**config.mk**
```make
export PLATFORM = sky130hd
export DESIGN_NAME = regex_pattern_tokenizer_core
export DESIGN_NICKNAME = d
export VERILOG_FILES = /design/src/sv/rpt_pkg.sv /design/src/sv/rpt_front.sv /design/src/sv/rpt_queue.sv /design/src/sv/rpt_back.sv /design/src/sv/regex_pattern_tokenizer_core.sv
export SDC_FILE = /design/constraint.sdc
export NUM_CORES = 1
export LEC_CHECK = 0
export BUFFER_PORTS_ARGS = -buffer_cell sky130_fd_sc_hd__buf_2
export CORE_ASPECT_RATIO = 1.1
export CORE_MARGIN = 10
export CORE_UTILIZATION = 35
export DETAILED_ROUTE_END_ITERATION = 6
export PLACE_DENSITY = 0.49
export SYNTH_ARGS = -nofsm -noshare
export SYNTH_HDL_FRONTEND = slang
export SYNTH_SLANG_ARGS = --single-unit
```
**constraint.sdc**
```tcl
create_clock -name clock -period 3.6 [get_ports clock]
set_input_delay 1.08 -clock clock [delete_from_list [all_inputs] [get_ports clock]]
set_output_delay 1.08 -clock clock [all_outputs]
set_load 0.005 [all_outputs]
```
**src/sv/rpt_pkg.sv**
```systemverilog
package rpt_pkg;

   localparam logic [3:0] MODE_TOP       = 4'd0;
   localparam logic [3:0] MODE_ESC       = 4'd1;
   localparam logic [3:0] MODE_STR       = 4'd2;
   localparam logic [3:0] MODE_STR_ESC   = 4'd3;
   localparam logic [3:0] MODE_CLS       = 4'd4;
   localparam logic [3:0] MODE_CLS_ESC   = 4'd5;
   localparam logic [3:0] MODE_RNG_HIGH  = 4'd6;
   localparam logic [3:0] MODE_RNG_AFTER = 4'd7;
   localparam logic [3:0] MODE_NAME      = 4'd8;

   localparam logic [2:0] KIND_CHAR  = 3'd0;
   localparam logic [2:0] KIND_SYM   = 3'd1;
   localparam logic [2:0] KIND_SCHAR = 3'd2;
   localparam logic [2:0] KIND_SEND  = 3'd3;
   localparam logic [2:0] KIND_WORD  = 3'd4;
   localparam logic [2:0] KIND_NCHAR = 3'd5;
   localparam logic [2:0] KIND_DEND  = 3'd6;
   localparam logic [2:0] KIND_SEP   = 3'd7;

   localparam logic [2:0] ERR_NONE       = 3'd0;
   localparam logic [2:0] ERR_NO_SINGLE  = 3'd1;
   localparam logic [2:0] ERR_NOT_ABOVE  = 3'd2;
   localparam logic [2:0] ERR_NOT_CLOSED = 3'd3;
   localparam logic [2:0] ERR_NAME_OPEN  = 3'd4;

   localparam logic [7:0] CH_NUL       = 8'h00;
   localparam logic [7:0] CH_BS        = 8'h08;
   localparam logic [7:0] CH_TAB       = 8'h09;
   localparam logic [7:0] CH_LF        = 8'h0A;
   localparam logic [7:0] CH_VT        = 8'h0B;
   localparam logic [7:0] CH_FF        = 8'h0C;
   localparam logic [7:0] CH_CR        = 8'h0D;
   localparam logic [7:0] CH_BEL       = 8'h07;
   localparam logic [7:0] CH_SPACE     = 8'h20;
   localparam logic [7:0] CH_QUOTE     = 8'h22;
   localparam logic [7:0] CH_DOLLAR    = 8'h24;
   localparam logic [7:0] CH_APOS      = 8'h27;
   localparam logic [7:0] CH_DASH      = 8'h2D;
   localparam logic [7:0] CH_ZERO      = 8'h30;
   localparam logic [7:0] CH_QUESTION  = 8'h3F;
   localparam logic [7:0] CH_LBRACKET  = 8'h5B;
   localparam logic [7:0] CH_BACKSLASH = 8'h5C;
   localparam logic [7:0] CH_RBRACKET  = 8'h5D;
   localparam logic [7:0] CH_UNDERLINE = 8'h5F;
   localparam logic [7:0] CH_LBRACE    = 8'h7B;
   localparam logic [7:0] CH_RBRACE    = 8'h7D;
   localparam logic [7:0] CH_A_LOW     = 8'h61;
   localparam logic [7:0] CH_B_LOW     = 8'h62;
   localparam logic [7:0] CH_F_LOW     = 8'h66;
   localparam logic [7:0] CH_N_LOW     = 8'h6E;
   localparam logic [7:0] CH_R_LOW     = 8'h72;
   localparam logic [7:0] CH_T_LOW     = 8'h74;
   localparam logic [7:0] CH_V_LOW     = 8'h76;

   // one request's worth of work for the back part
   typedef struct packed {
      logic       pre_valid;
      logic [2:0] pre_kind;
      logic [2:0] pre_err;
      logic       words_valid;
      logic [2:0] words_err;
      logic       post_valid;
      logic [2:0] post_kind;
      logic [7:0] post_value;
      logic       clear;
      logic       add_valid;
      logic [7:0] add_lo;
      logic [7:0] add_hi;
   } cmd_type;

   function automatic logic is_name_char(input logic [7:0] c);
      return (c >= 8'h41 && c <= 8'h5A) || (c >= 8'h61 && c <= 8'h7A) ||
             (c >= 8'h30 && c <= 8'h39) || c == CH_UNDERLINE;
   endfunction

   // {valid, byte}; unknown escapes are dropped
   function automatic logic [8:0] str_escape(input logic [7:0] c);
      logic [8:0] r;
      case (c)
         CH_N_LOW:     r = {1'b1, CH_LF};
         CH_R_LOW:     r = {1'b1, CH_CR};
         CH_ZERO:      r = {1'b1, CH_NUL};
         CH_T_LOW:     r = {1'b1, CH_TAB};
         CH_V_LOW:     r = {1'b1, CH_VT};
         CH_B_LOW:     r = {1'b1, CH_BS};
         CH_F_LOW:     r = {1'b1, CH_FF};
         CH_A_LOW:     r = {1'b1, CH_BEL};
         CH_QUOTE:     r = {1'b1, CH_QUOTE};
         CH_APOS:      r = {1'b1, CH_APOS};
         CH_BACKSLASH: r = {1'b1, CH_BACKSLASH};
         CH_QUESTION:  r = {1'b1, CH_QUESTION};
         default:      r = {1'b0, CH_NUL};
      endcase
      return r;
   endfunction

   function automatic logic [7:0] cls_escape(input logic [7:0] c);
      logic [7:0] r;
      case (c)
         CH_N_LOW: r = CH_LF;
         CH_R_LOW: r = CH_CR;
         CH_ZERO:  r = CH_NUL;
         CH_T_LOW: r = CH_TAB;
         CH_V_LOW: r = CH_VT;
         CH_F_LOW: r = CH_FF;
         default:  r = c;
      endcase
      return r;
   endfunction

endpackage

```
**src/sv/rpt_front.sv**
```systemverilog
module rpt_front import rpt_pkg::*; (
   input  logic       clock,
   input  logic       reset,
   input  logic       accept,
   input  logic [7:0] ch,
   output cmd_type    cmd
);

   logic [3:0] mode_ff, mode_in;
   logic [1:0] count_ff, count_in;
   logic [7:0] low_ff, low_in;
   logic [2:0] err_ff, err_in;

   logic       do_top;
   logic [7:0] top_c;
   logic       add_req;
   logic [7:0] add_b;
   logic       flag_req;
   logic [2:0] flag_code;
   logic [8:0] sdec;

   always_comb begin
      cmd       = '0;
      mode_in   = mode_ff;
      count_in  = count_ff;
      low_in    = low_ff;
      err_in    = err_ff;
      do_top    = 1'b0;
      top_c     = ch;
      add_req   = 1'b0;
      add_b     = ch;
      flag_req  = 1'b0;
      flag_code = ERR_NONE;
      sdec      = str_escape(ch);

      case (mode_ff)
         MODE_ESC: begin
            mode_in        = MODE_TOP;
            cmd.post_valid = 1'b1;
            cmd.post_kind  = KIND_SYM;
            cmd.post_value = ch;
         end
         MODE_STR: begin
            if (ch == CH_NUL) begin
               cmd.pre_valid = 1'b1;
               cmd.pre_kind  = KIND_SEND;
               do_top        = 1'b1;
            end else if (ch == CH_QUOTE) begin
               cmd.pre_valid = 1'b1;
               cmd.pre_kind  = KIND_SEND;
               mode_in       = MODE_TOP;
            end else if (ch == CH_BACKSLASH) begin
               mode_in = MODE_STR_ESC;
            end else begin
               cmd.post_valid = 1'b1;
               cmd.post_kind  = KIND_SCHAR;
               cmd.post_value = ch;
            end
         end
         MODE_STR_ESC: begin
            if (ch == CH_NUL) begin
               cmd.pre_valid = 1'b1;
               cmd.pre_kind  = KIND_SEND;
               do_top        = 1'b1;
            end else begin
               mode_in        = MODE_STR;
               cmd.post_valid = sdec[8];
               cmd.post_kind  = KIND_SCHAR;
               cmd.post_value = sdec[7:0];
            end
         end
         MODE_CLS: begin
            if (ch == CH_NUL) begin
               cmd.words_valid = 1'b1;
               do_top          = 1'b1;
            end else if (ch == CH_RBRACKET) begin
               cmd.words_valid = 1'b1;
               mode_in         = MODE_TOP;
            end else if (ch == CH_DASH) begin
               if (count_ff != 2'd1) begin
                  flag_req  = 1'b1;
                  flag_code = ERR_NO_SINGLE;
                  add_req   = 1'b1;
               end else begin
                  mode_in = MODE_RNG_HIGH;
               end
            end else if (ch == CH_BACKSLASH) begin
               mode_in = MODE_CLS_ESC;
            end else begin
               add_req = 1'b1;
            end
         end
         MODE_CLS_ESC: begin
            if (ch == CH_NUL) begin
               cmd.words_valid = 1'b1;
               do_top          = 1'b1;
            end else begin
               mode_in = MODE_CLS;
               add_req = 1'b1;
               add_b   = cls_escape(ch);
            end
         end
         MODE_RNG_HIGH: begin
            if (ch == CH_NUL) begin
               cmd.words_valid = 1'b1;
               do_top          = 1'b1;
            end else begin
               mode_in = MODE_RNG_AFTER;
               if (ch > low_ff) begin
                  cmd.add_valid = 1'b1;
                  cmd.add_lo    = low_ff + 8'd1;
                  cmd.add_hi    = ch;
                  count_in      = 2'd2;
               end else begin
                  flag_req  = 1'b1;
                  flag_code = ERR_NOT_ABOVE;
               end
            end
         end
         MODE_RNG_AFTER: begin
            if (ch == CH_RBRACKET) begin
               cmd.words_valid = 1'b1;
               mode_in         = MODE_TOP;
            end else if (ch == CH_NUL) begin
               flag_req        = 1'b1;
               flag_code       = ERR_NOT_CLOSED;
               cmd.words_valid = 1'b1;
               do_top          = 1'b1;
            end else begin
               flag_req  = 1'b1;
               flag_code = ERR_NOT_CLOSED;
               if (ch == CH_BACKSLASH) begin
                  mode_in = MODE_CLS_ESC;
               end else begin
                  mode_in = MODE_CLS;
                  add_req = 1'b1;
               end
            end
         end
         MODE_NAME: begin
            if (is_name_char(ch)) begin
               cmd.post_valid = 1'b1;
               cmd.post_kind  = KIND_NCHAR;
               cmd.post_value = ch;
            end else if (ch == CH_RBRACE) begin
               cmd.pre_valid = 1'b1;
               cmd.pre_kind  = KIND_DEND;
               mode_in       = MODE_TOP;
            end else begin
               cmd.pre_valid = 1'b1;
               cmd.pre_kind  = KIND_DEND;
               cmd.pre_err   = ERR_NAME_OPEN;
               do_top        = 1'b1;
               top_c         = ch;
            end
         end
         default: begin
            do_top = 1'b1;
         end
      endcase

      if (do_top && cmd.pre_valid && cmd.pre_kind == KIND_SEND) begin
         top_c = CH_NUL;
      end
      if (do_top && cmd.words_valid) begin
         top_c = CH_NUL;
      end

      if (flag_req && err_ff == ERR_NONE) begin
         err_in = flag_code;
      end

      if (add_req) begin
         if (flag_code == ERR_NO_SINGLE && flag_req) begin
            add_b = CH_DASH;
         end
         cmd.add_valid = 1'b1;
         cmd.add_lo    = add_b;
         cmd.add_hi    = add_b;
         if (count_ff == 2'd0) begin
            low_in   = add_b;
            count_in = 2'd1;
         end else if (count_ff == 2'd1 && add_b != low_ff) begin
            count_in = 2'd2;
         end
      end

      if (do_top) begin
         mode_in = MODE_TOP;
         if (top_c == CH_SPACE || top_c == CH_TAB || top_c == CH_LF || top_c == CH_NUL) begin
            cmd.post_valid = 1'b1;
            cmd.post_kind  = KIND_SEP;
            cmd.post_value = CH_DOLLAR;
         end else if (top_c == CH_QUOTE) begin
            mode_in = MODE_STR;
         end else if (top_c == CH_LBRACKET) begin
            cmd.clear = 1'b1;
            count_in  = 2'd0;
            err_in    = ERR_NONE;
            mode_in   = MODE_CLS;
         end else if (top_c == CH_LBRACE) begin
            mode_in = MODE_NAME;
         end else if (top_c == CH_BACKSLASH) begin
            mode_in = MODE_ESC;
         end else begin
            cmd.post_valid = 1'b1;
            cmd.post_kind  = KIND_CHAR;
            cmd.post_value = top_c;
         end
      end

      cmd.words_err = err_in;
   end

   always_ff @(posedge clock) begin
      if (reset) begin
         mode_ff  <= MODE_TOP;
         count_ff <= 2'd0;
         low_ff   <= 8'd0;
         err_ff   <= ERR_NONE;
      end else if (accept) begin
         mode_ff  <= mode_in;
         count_ff <= count_in;
         low_ff   <= low_in;
         err_ff   <= err_in;
      end
   end

endmodule

```
**src/sv/rpt_queue.sv**
```systemverilog
module rpt_queue import rpt_pkg::*; #(
   parameter int DEPTH = 4
) (
   input  logic    clock,
   input  logic    reset,
   input  logic    push,
   input  cmd_type push_data,
   output logic    full,
   input  logic    pop,
   output cmd_type head,
   output logic    head_valid
);

   localparam int PTR_W = $clog2(DEPTH);
   localparam int CNT_W = $clog2(DEPTH + 1);

   cmd_type            slot_ff [DEPTH];
   logic [PTR_W-1:0]   wr_ff, wr_in;
   logic [PTR_W-1:0]   rd_ff, rd_in;
   logic [CNT_W-1:0]   cnt_ff, cnt_in;
   logic               do_push, do_pop;

   assign full       = (cnt_ff == CNT_W'(DEPTH));
   assign head_valid = (cnt_ff != '0);
   assign head       = slot_ff[rd_ff];
   assign do_push    = push && !full;
   assign do_pop     = pop && head_valid;

   always_comb begin
      wr_in  = wr_ff;
      rd_in  = rd_ff;
      cnt_in = cnt_ff;
      if (do_push) begin
         wr_in = (wr_ff == PTR_W'(DEPTH - 1)) ? '0 : wr_ff + PTR_W'(1);
      end
      if (do_pop) begin
         rd_in = (rd_ff == PTR_W'(DEPTH - 1)) ? '0 : rd_ff + PTR_W'(1);
      end
      if (do_push && !do_pop) begin
         cnt_in = cnt_ff + CNT_W'(1);
      end else if (do_pop && !do_push) begin
         cnt_in = cnt_ff - CNT_W'(1);
      end
   end

   always_ff @(posedge clock) begin
      if (reset) begin
         wr_ff  <= '0;
         rd_ff  <= '0;
         cnt_ff <= '0;
      end else begin
         wr_ff  <= wr_in;
         rd_ff  <= rd_in;
         cnt_ff <= cnt_in;
      end
   end

   always_ff @(posedge clock) begin
      if (do_push) begin
         slot_ff[wr_ff] <= push_data;
      end
   end

endmodule

```
**src/sv/rpt_back.sv**
```systemverilog
module rpt_back import rpt_pkg::*; (
   input  logic        clock,
   input  logic        reset,
   input  cmd_type     head,
   input  logic        head_valid,
   output logic        head_pop,
   output logic        rsp_empty,
   input  logic        rsp_pop,
   output logic [2:0]  rsp_kind,
   output logic [63:0] rsp_value,
   output logic [1:0]  rsp_word_index,
   output logic        rsp_last,
   output logic [2:0]  rsp_error_code
);

   localparam logic [2:0] STEP_PRE  = 3'd0;
   localparam logic [2:0] STEP_W0   = 3'd1;
   localparam logic [2:0] STEP_W3   = 3'd4;
   localparam logic [2:0] STEP_POST = 3'd5;

   logic [63:0] bitmap_ff [4];
   logic [2:0]  phase_ff, phase_in;
   logic        out_valid_ff, out_valid_in;
   logic [2:0]  kind_ff, kind_in;
   logic [63:0] value_ff, value_in;
   logic [1:0]  widx_ff, widx_in;
   logic        last_ff, last_in;
   logic [2:0]  err_ff, err_in;

   logic [5:0]  present, avail, rest;
   logic [2:0]  cur;
   logic [1:0]  wsel;
   logic        advance, emit;

   always_comb begin
      present = {head.post_valid, {4{head.words_valid}}, head.pre_valid};
      for (int i = 0; i < 6; i++) begin
         avail[i] = present[i] && (3'(i) >= phase_ff);
      end
      cur = STEP_POST;
      for (int i = 5; i >= 0; i--) begin
         if (avail[i]) begin
            cur = 3'(i);
         end
      end
      rest    = avail & (avail - 6'd1);
      wsel    = 2'(cur - STEP_W0);
      advance = head_valid && (!out_valid_ff || rsp_pop);
      emit    = advance && (avail != '0);
      head_pop = advance && (rest == '0);

      phase_in = phase_ff;
      if (advance) begin
         phase_in = (rest == '0) ? STEP_PRE : cur + 3'd1;
      end

      kind_in  = kind_ff;
      value_in = value_ff;
      widx_in  = widx_ff;
      last_in  = last_ff;
      err_in   = err_ff;
      out_valid_in = out_valid_ff;
      if (rsp_pop) begin
         out_valid_in = 1'b0;
      end
      if (emit) begin
         out_valid_in = 1'b1;
         last_in      = (rest == '0);
         if (cur == STEP_PRE) begin
            kind_in  = head.pre_kind;
            value_in = '0;
            widx_in  = '0;
            err_in   = head.pre_err;
         end else if (cur >= STEP_W0 && cur <= STEP_W3) begin
            kind_in  = KIND_WORD;
            value_in = bitmap_ff[wsel];
            widx_in  = wsel;
            err_in   = head.words_err;
         end else begin
            kind_in  = head.post_kind;
            value_in = {56'd0, head.post_value};
            widx_in  = '0;
            err_in   = ERR_NONE;
         end
      end
   end

   always_ff @(posedge clock) begin
      if (reset) begin
         phase_ff     <= STEP_PRE;
         out_valid_ff <= 1'b0;
         for (int w = 0; w < 4; w++) begin
            bitmap_ff[w] <= '0;
         end
      end else begin
         phase_ff     <= phase_in;
         out_valid_ff <= out_valid_in;
         if (head_pop) begin
            for (int w = 0; w < 4; w++) begin
               for (int b = 0; b < 64; b++) begin
                  if (head.clear) begin
                     bitmap_ff[w][b] <= 1'b0;
                  end else if (head.add_valid && 8'(w * 64 + b) >= head.add_lo &&
                               8'(w * 64 + b) <= head.add_hi) begin
                     bitmap_ff[w][b] <= 1'b1;
                  end
               end
            end
         end
      end
   end

   always_ff @(posedge clock) begin
      kind_ff  <= kind_in;
      value_ff <= value_in;
      widx_ff  <= widx_in;
      last_ff  <= last_in;
      err_ff   <= err_in;
   end

   assign rsp_empty      = !out_valid_ff;
   assign rsp_kind       = kind_ff;
   assign rsp_value      = value_ff;
   assign rsp_word_index = widx_ff;
   assign rsp_last       = last_ff;
   assign rsp_error_code = err_ff;

endmodule

```
**src/sv/regex_pattern_tokenizer_core.sv**
```systemverilog
// Pattern tokenizer: takes one pattern byte per cycle and returns its tokens in
// order. Most bytes give zero or one token; a string or name cut short gives up
// to two, and a class close gives four class words (five when the input ends
// inside the class). The back part's sequencer sends one token per cycle while
// results are popped, a byte with no tokens still taking its turn; a queue of
// QUEUE_DEPTH requests between the lexer and the sequencer soaks up these
// bursts, so the input stays at one byte per cycle while the queue has room.
// A byte's tokens pass through the queue, then the output registers. The bitmap
// of a class is kept in flip-flops and cleared by reset and at every '['.
module regex_pattern_tokenizer_core import rpt_pkg::*; #(
   parameter int QUEUE_DEPTH = 4
) (
   input  logic        clock,
   input  logic        reset,
   input  logic        req_push,
   output logic        req_full,
   input  logic [7:0]  req_ch,
   output logic        rsp_empty,
   input  logic        rsp_pop,
   output logic [2:0]  rsp_kind,
   output logic [63:0] rsp_value,
   output logic [1:0]  rsp_word_index,
   output logic        rsp_last,
   output logic [2:0]  rsp_error_code
);

   cmd_type front_cmd;
   cmd_type head;
   logic    head_valid;
   logic    head_pop;
   logic    accept;

   assign accept = req_push && !req_full;

   rpt_front u_front (
      .clock  (clock),
      .reset  (reset),
      .accept (accept),
      .ch     (req_ch),
      .cmd    (front_cmd)
   );

   rpt_queue #(
      .DEPTH (QUEUE_DEPTH)
   ) u_queue (
      .clock      (clock),
      .reset      (reset),
      .push       (req_push),
      .push_data  (front_cmd),
      .full       (req_full),
      .pop        (head_pop),
      .head       (head),
      .head_valid (head_valid)
   );

   rpt_back u_back (
      .clock          (clock),
      .reset          (reset),
      .head           (head),
      .head_valid     (head_valid),
      .head_pop       (head_pop),
      .rsp_empty      (rsp_empty),
      .rsp_pop        (rsp_pop),
      .rsp_kind       (rsp_kind),
      .rsp_value      (rsp_value),
      .rsp_word_index (rsp_word_index),
      .rsp_last       (rsp_last),
      .rsp_error_code (rsp_error_code)
   );

   // quarter number only on class words
   assert property (@(posedge clock) disable iff (reset)
      !rsp_empty && rsp_kind != KIND_WORD |-> rsp_word_index == 2'd0)
      else $error("word index set on a non-class token");

   // error codes only on class words and definition ends
   assert property (@(posedge clock) disable iff (reset)
      !rsp_empty && rsp_error_code != ERR_NONE |->
         rsp_kind == KIND_WORD || rsp_kind == KIND_DEND)
      else $error("error code on a token that cannot carry one");

   // a name-unclosed code belongs to a definition end
   assert property (@(posedge clock) disable iff (reset)
      !rsp_empty && rsp_error_code == ERR_NAME_OPEN |-> rsp_kind == KIND_DEND)
      else $error("name error on a token other than a definition end");

   // nothing waits on the result side right after reset
   assert property (@(posedge clock) disable iff (reset) $past(reset) |-> rsp_empty)
      else $error("result present straight after reset");

endmodule

```
==> Flow_metrics.wiki <==
{| class="wikitable"
! Metric !! Value
|-
| Outcome || completed
|-
| Path type of the worst min-delay path || reg -> reg
|-
| Final GP Congestion || roughly 1
|-
| Category of cells accounting for the largest share of critical-path delay || simple AND/OR/NAND/NOR gates
|-
| Highest attainable clock frequency || 291 MHz
|-
| Share of total power consumed by net switching || 41.2%
|-
| # clock sinks || ~510
|-
| Placeable core region || 0.0778 mm2
|-
| Depth of the CTS H-tree || 2
|-
| Largest incremental delay on the critical path || 0.60 ns
|-
| Number of synthesis warnings || 0
|-
| Detail Route Antenna Nets || 0
|-
| Met3 Use GR || 4.40%
|-
| Unrepaired setup endpoints after global routing || no
|-
| Clock tree from TritonCTS || yes
|-
| Post-synthesis cell count || 2357
|-
| Worst path most repeated cell || buf_4
|-
| Number of cells after detailed placement || approximately 3700
|-
| Port-buffer cells || 86
|-
| Critical Path End Type || flop
|-
| Via count of the first global-routing pass || 22400
|-
| Max Buffers Root-to-Sink || 3
|-
| Area share of the leading cell type in the synthesized netlist || 52.4%
|-
| Asr flop ratio synth || 0%
|-
| Crit path max fanout || 16
|-
| Worst path required time || 3.95 ns
|-
| PwrDens || 882 mW/mm2
|-
| Most common cell after layout, fill and taps aside || edfxtp_1
|-
| Num CTS Buffers || 59
|-
| First-pass GRT wire length || 157000 um
|-
| Root Driver || clkbuf_16
|-
| DIE HEIGHT || approximately 310 um
|-
| Met2 Use GR || between 40% and 50%
|-
| Most congested layer reported by global routing || met2
|-
| Total global routing track utilization || 23.6%
|-
| Pre-CTS WS || -0.164 ns
|-
| Area of the multi-input gates || about 0.012 mm2
|-
| Final Hold Viols || 0
|-
| Avg Vias per Cell || 5.75
|-
| Area of the mapped netlist || 0.0275 mm2
|-
| Min cycle time layout || 3.44 ns
|-
| # hold bufs at CTS || 0
|-
| Final period util || a little over nine tenths
|-
| Leak || 12.2 nW
|-
| Total die area || 0.0903 mm2
|-
| Sw power || 12.2 mW
|-
| Register bit count reported by yosys || 511
|-
| Number of search-and-repair iterations in the first detailed-routing pass || 6
|-
| Fillers || 7393
|-
| Remaining global-route overflow || 0
|-
| Most used cells in the layout excluding fill and tap cells || edfxtp_1 (481), buf_4 (331), nor2_1 (252)
|-
| Dominant synthesized flop cell || edfxtp_1
|-
| Antenna violations before repair || 2
|-
| Total area of sequential cells || around 0.015 mm2
|-
| Largest net degree at the start of global routing || 73
|-
| Post-synthesis net count || 2388
|-
| Worst-case setup margin in the final layout || between 0.15 and 0.2 ns
|-
| Register clock-pin slew on the reported worst setup and hold paths || 0.06 ns
|-
| Clk Latency, worst-skew pair || about 0.63 ns
|-
| Maximum vdd ir drop || between 0.0007 and 0.0008 V
|-
| Synthesized area per cell || about 12 um2
|-
| Internal power || 17.4 mW
|-
| Wire length reported by the detailed router || around 110000 um
|-
| Layout cell share with drive strength beyond 1 || approximately 27%
|-
| Final cell count without fillers || 3772
|-
| Average wire per cell in the routed design || roughly 29 um
|-
| Sequence of cells on the critical path || mux4_1, buf_4, or2_1, nor3_1, nor2_2, a221oi_1, buf_4, nand2b_1
|-
| Total of endpoints with negative setup slack in the final report || 0
|-
| Vias post-DR || 21700
|-
| Core Rows || 107
|-
| Register area share after synthesis || 54.6%
|-
| Kind of critical path || reg -> reg
|-
| Num ports || 87
|-
| Max-slew violation count || 0
|-
| Initial detailed-routing violation count || 2175
|-
| Power share of the combinational group || 49.2%
|-
| Worst rel slew slack || 24.9%
|-
| Net total in the final layout || ~2700
|-
| Synthesis-to-layout area growth || 21.9%
|-
| Crit path arrival time || ~3.8 ns
|-
| Cell with the largest stage delay on the worst path || mux4_1
|-
| Met1 capacity usage during global routing || 28.6%
|-
| Number of distinct library cell variants in the gate-level netlist after synthesis || 102
|-
| Portion of total power attributed to the clock network || a little over a fifth
|-
| Fraction of power consumed by sequential logic || between 20 and 30%
|-
| Top post-synthesis cells by area || edfxtp_1 (52%), mux4_2 (8.1%), nand2b_1 (4.1%)
|-
| DRC violations left || 0
|-
| Initial core utilization || about 35%
|-
| Library cell with the largest summed area after synthesis || edfxtp_1
|-
| Count of flip-flops with a built-in enable after synthesis || ~480
|-
| Clock skew after layout || 0.0159 ns
|-
| Max_cap viols || 0
|-
| Worst-margin pin slew || about 1.1 ns
|-
| DPL Wire Length || 81200 um
|-
| Width of the die || 287 um
|-
| Post-CTS setup repair buffer count || 0
|-
| Worst Path Buf+Inv || 2
|-
| Crit path launch type || flop
|}
[flip-flops by register name, summed over array words and instances, names as in the netlist, named ones only]
register,flops
u_back.out_valid_ff,1
u_back.rsp_last,1
u_back.rsp_kind,3
u_front.err_ff,3
u_back.rsp_error_code,3
u_queue.rd_ff,2
u_queue.wr_ff,2
u_queue.slot_ff,152
u_back.rsp_word_index,2
u_front.low_ff,8
u_queue.cnt_ff,3
u_back.phase_ff,3
u_back.rsp_value,64
u_front.mode_ff,4
u_front.count_ff,2
u_back.bitmap_ff,256
[final cells by class]
| cell class | count | share of cell area [%] |
|---|---|---|
| Antenna cell | 1 | 0.00745 |
| Clock buffer | 72 | 4.57 |
| Clock inverter | 39 | 1.62 |
| Inverter | 28 | 0.317 |
| Multi-Input combinational cell | 1642 | 34.5 |
| Sequential cell | 511 | 44.8 |
| Tap cell | 1035 | 3.86 |
| Timing Repair Buffer | 444 | 10.3 |
[per-layer routing]
metal / part of all wire (%) / up-vias
met5: 0.012 / -
met4: 5.5 / 2
met3: 6.5 / 289
met2: 49 / 921
met1: 39 / 10900
li1: - / 9616
[power groups by stage]
stage          logic, mW  clock network [mW]  registers (mW)
6_report            14.6                6.41            8.62
5_1_grt             15.4                6.81            8.76
3_3_place_gp        14.4                   0            8.73
3_5_place_dp        14.5                   0            8.76
4_1_cts             14.5                6.58            8.65
2_1_floorplan       7.67                   0            8.65
[synth_stat cells (26+ instances only)]
master,count
a211oi_1,77
a21oi_1,158
buf_2,45
clkbuf_1,93
dfxtp_1,30
edfxtp_1,481
inv_1,26
mux4_2,99
nand2_1,158
nand2b_1,180
nand3_1,26
nor2_1,252
nor2b_1,67
nor3_1,45
o21ai_0,167
o22ai_1,44
[kinds of logic after synthesis]
family	synth area share [%]
muxes	9.72
and+or+nand+nor	16.2
buffers and inverters	3.58
AOI/OAI and AO/OA	14.5
DFF	54.6
adders and majority gates	0.890
xor gates and xnor gates	0.445
[through the flow]
stage	area (um2)	hold WS, ns	setup TNS (ns)	power [mW]	util [%]
5_1_grt	33600	0.518	0	31.0	43.2
6_report	33600	0.498	0	29.6	43.2
4_1_cts	33600	0.503	0	29.7	43.2
3_3_place_gp	31500	0.480	-0.588	23.1	40.5
2_1_floorplan	27500	0.464	0	16.3	-
3_5_place_dp	31500	0.493	-0.579	23.2	40.5
[worst register-to-register path, stage by stage, from the launching register on]
cell,delay [ns]
dfxtp_4,0.57
mux4_1,0.61
buf_4,0.23
or2_1,0.36
nor3_1,0.25
nor2_2,0.26
a221oi_1,0.58
buf_4,0.21
nand2b_1,0.10
[worst paths after layout]
path / slack (ns) / to / cells past startpoint / start
setup / recovery: 0.16 / u_back.bitmap_ff[1][8] / 8 / flop
hold / removal: 0.50 / u_front.low_ff[6] / 2 / u_front.low_ff[6]
setup reg to reg: 0.16 / u_back.bitmap_ff[1][8] / 8 / flop
hold reg to reg: 0.50 / u_front.low_ff[6] / 2 / u_front.low_ff[6]
[repair_timing]
item	CTS	global route
endpoints found under the setup margin	3	2
gates resized for setup	3	2
hold endpoints to repair	0	0
No activity file was read; power rests on OpenSTA's default activity.
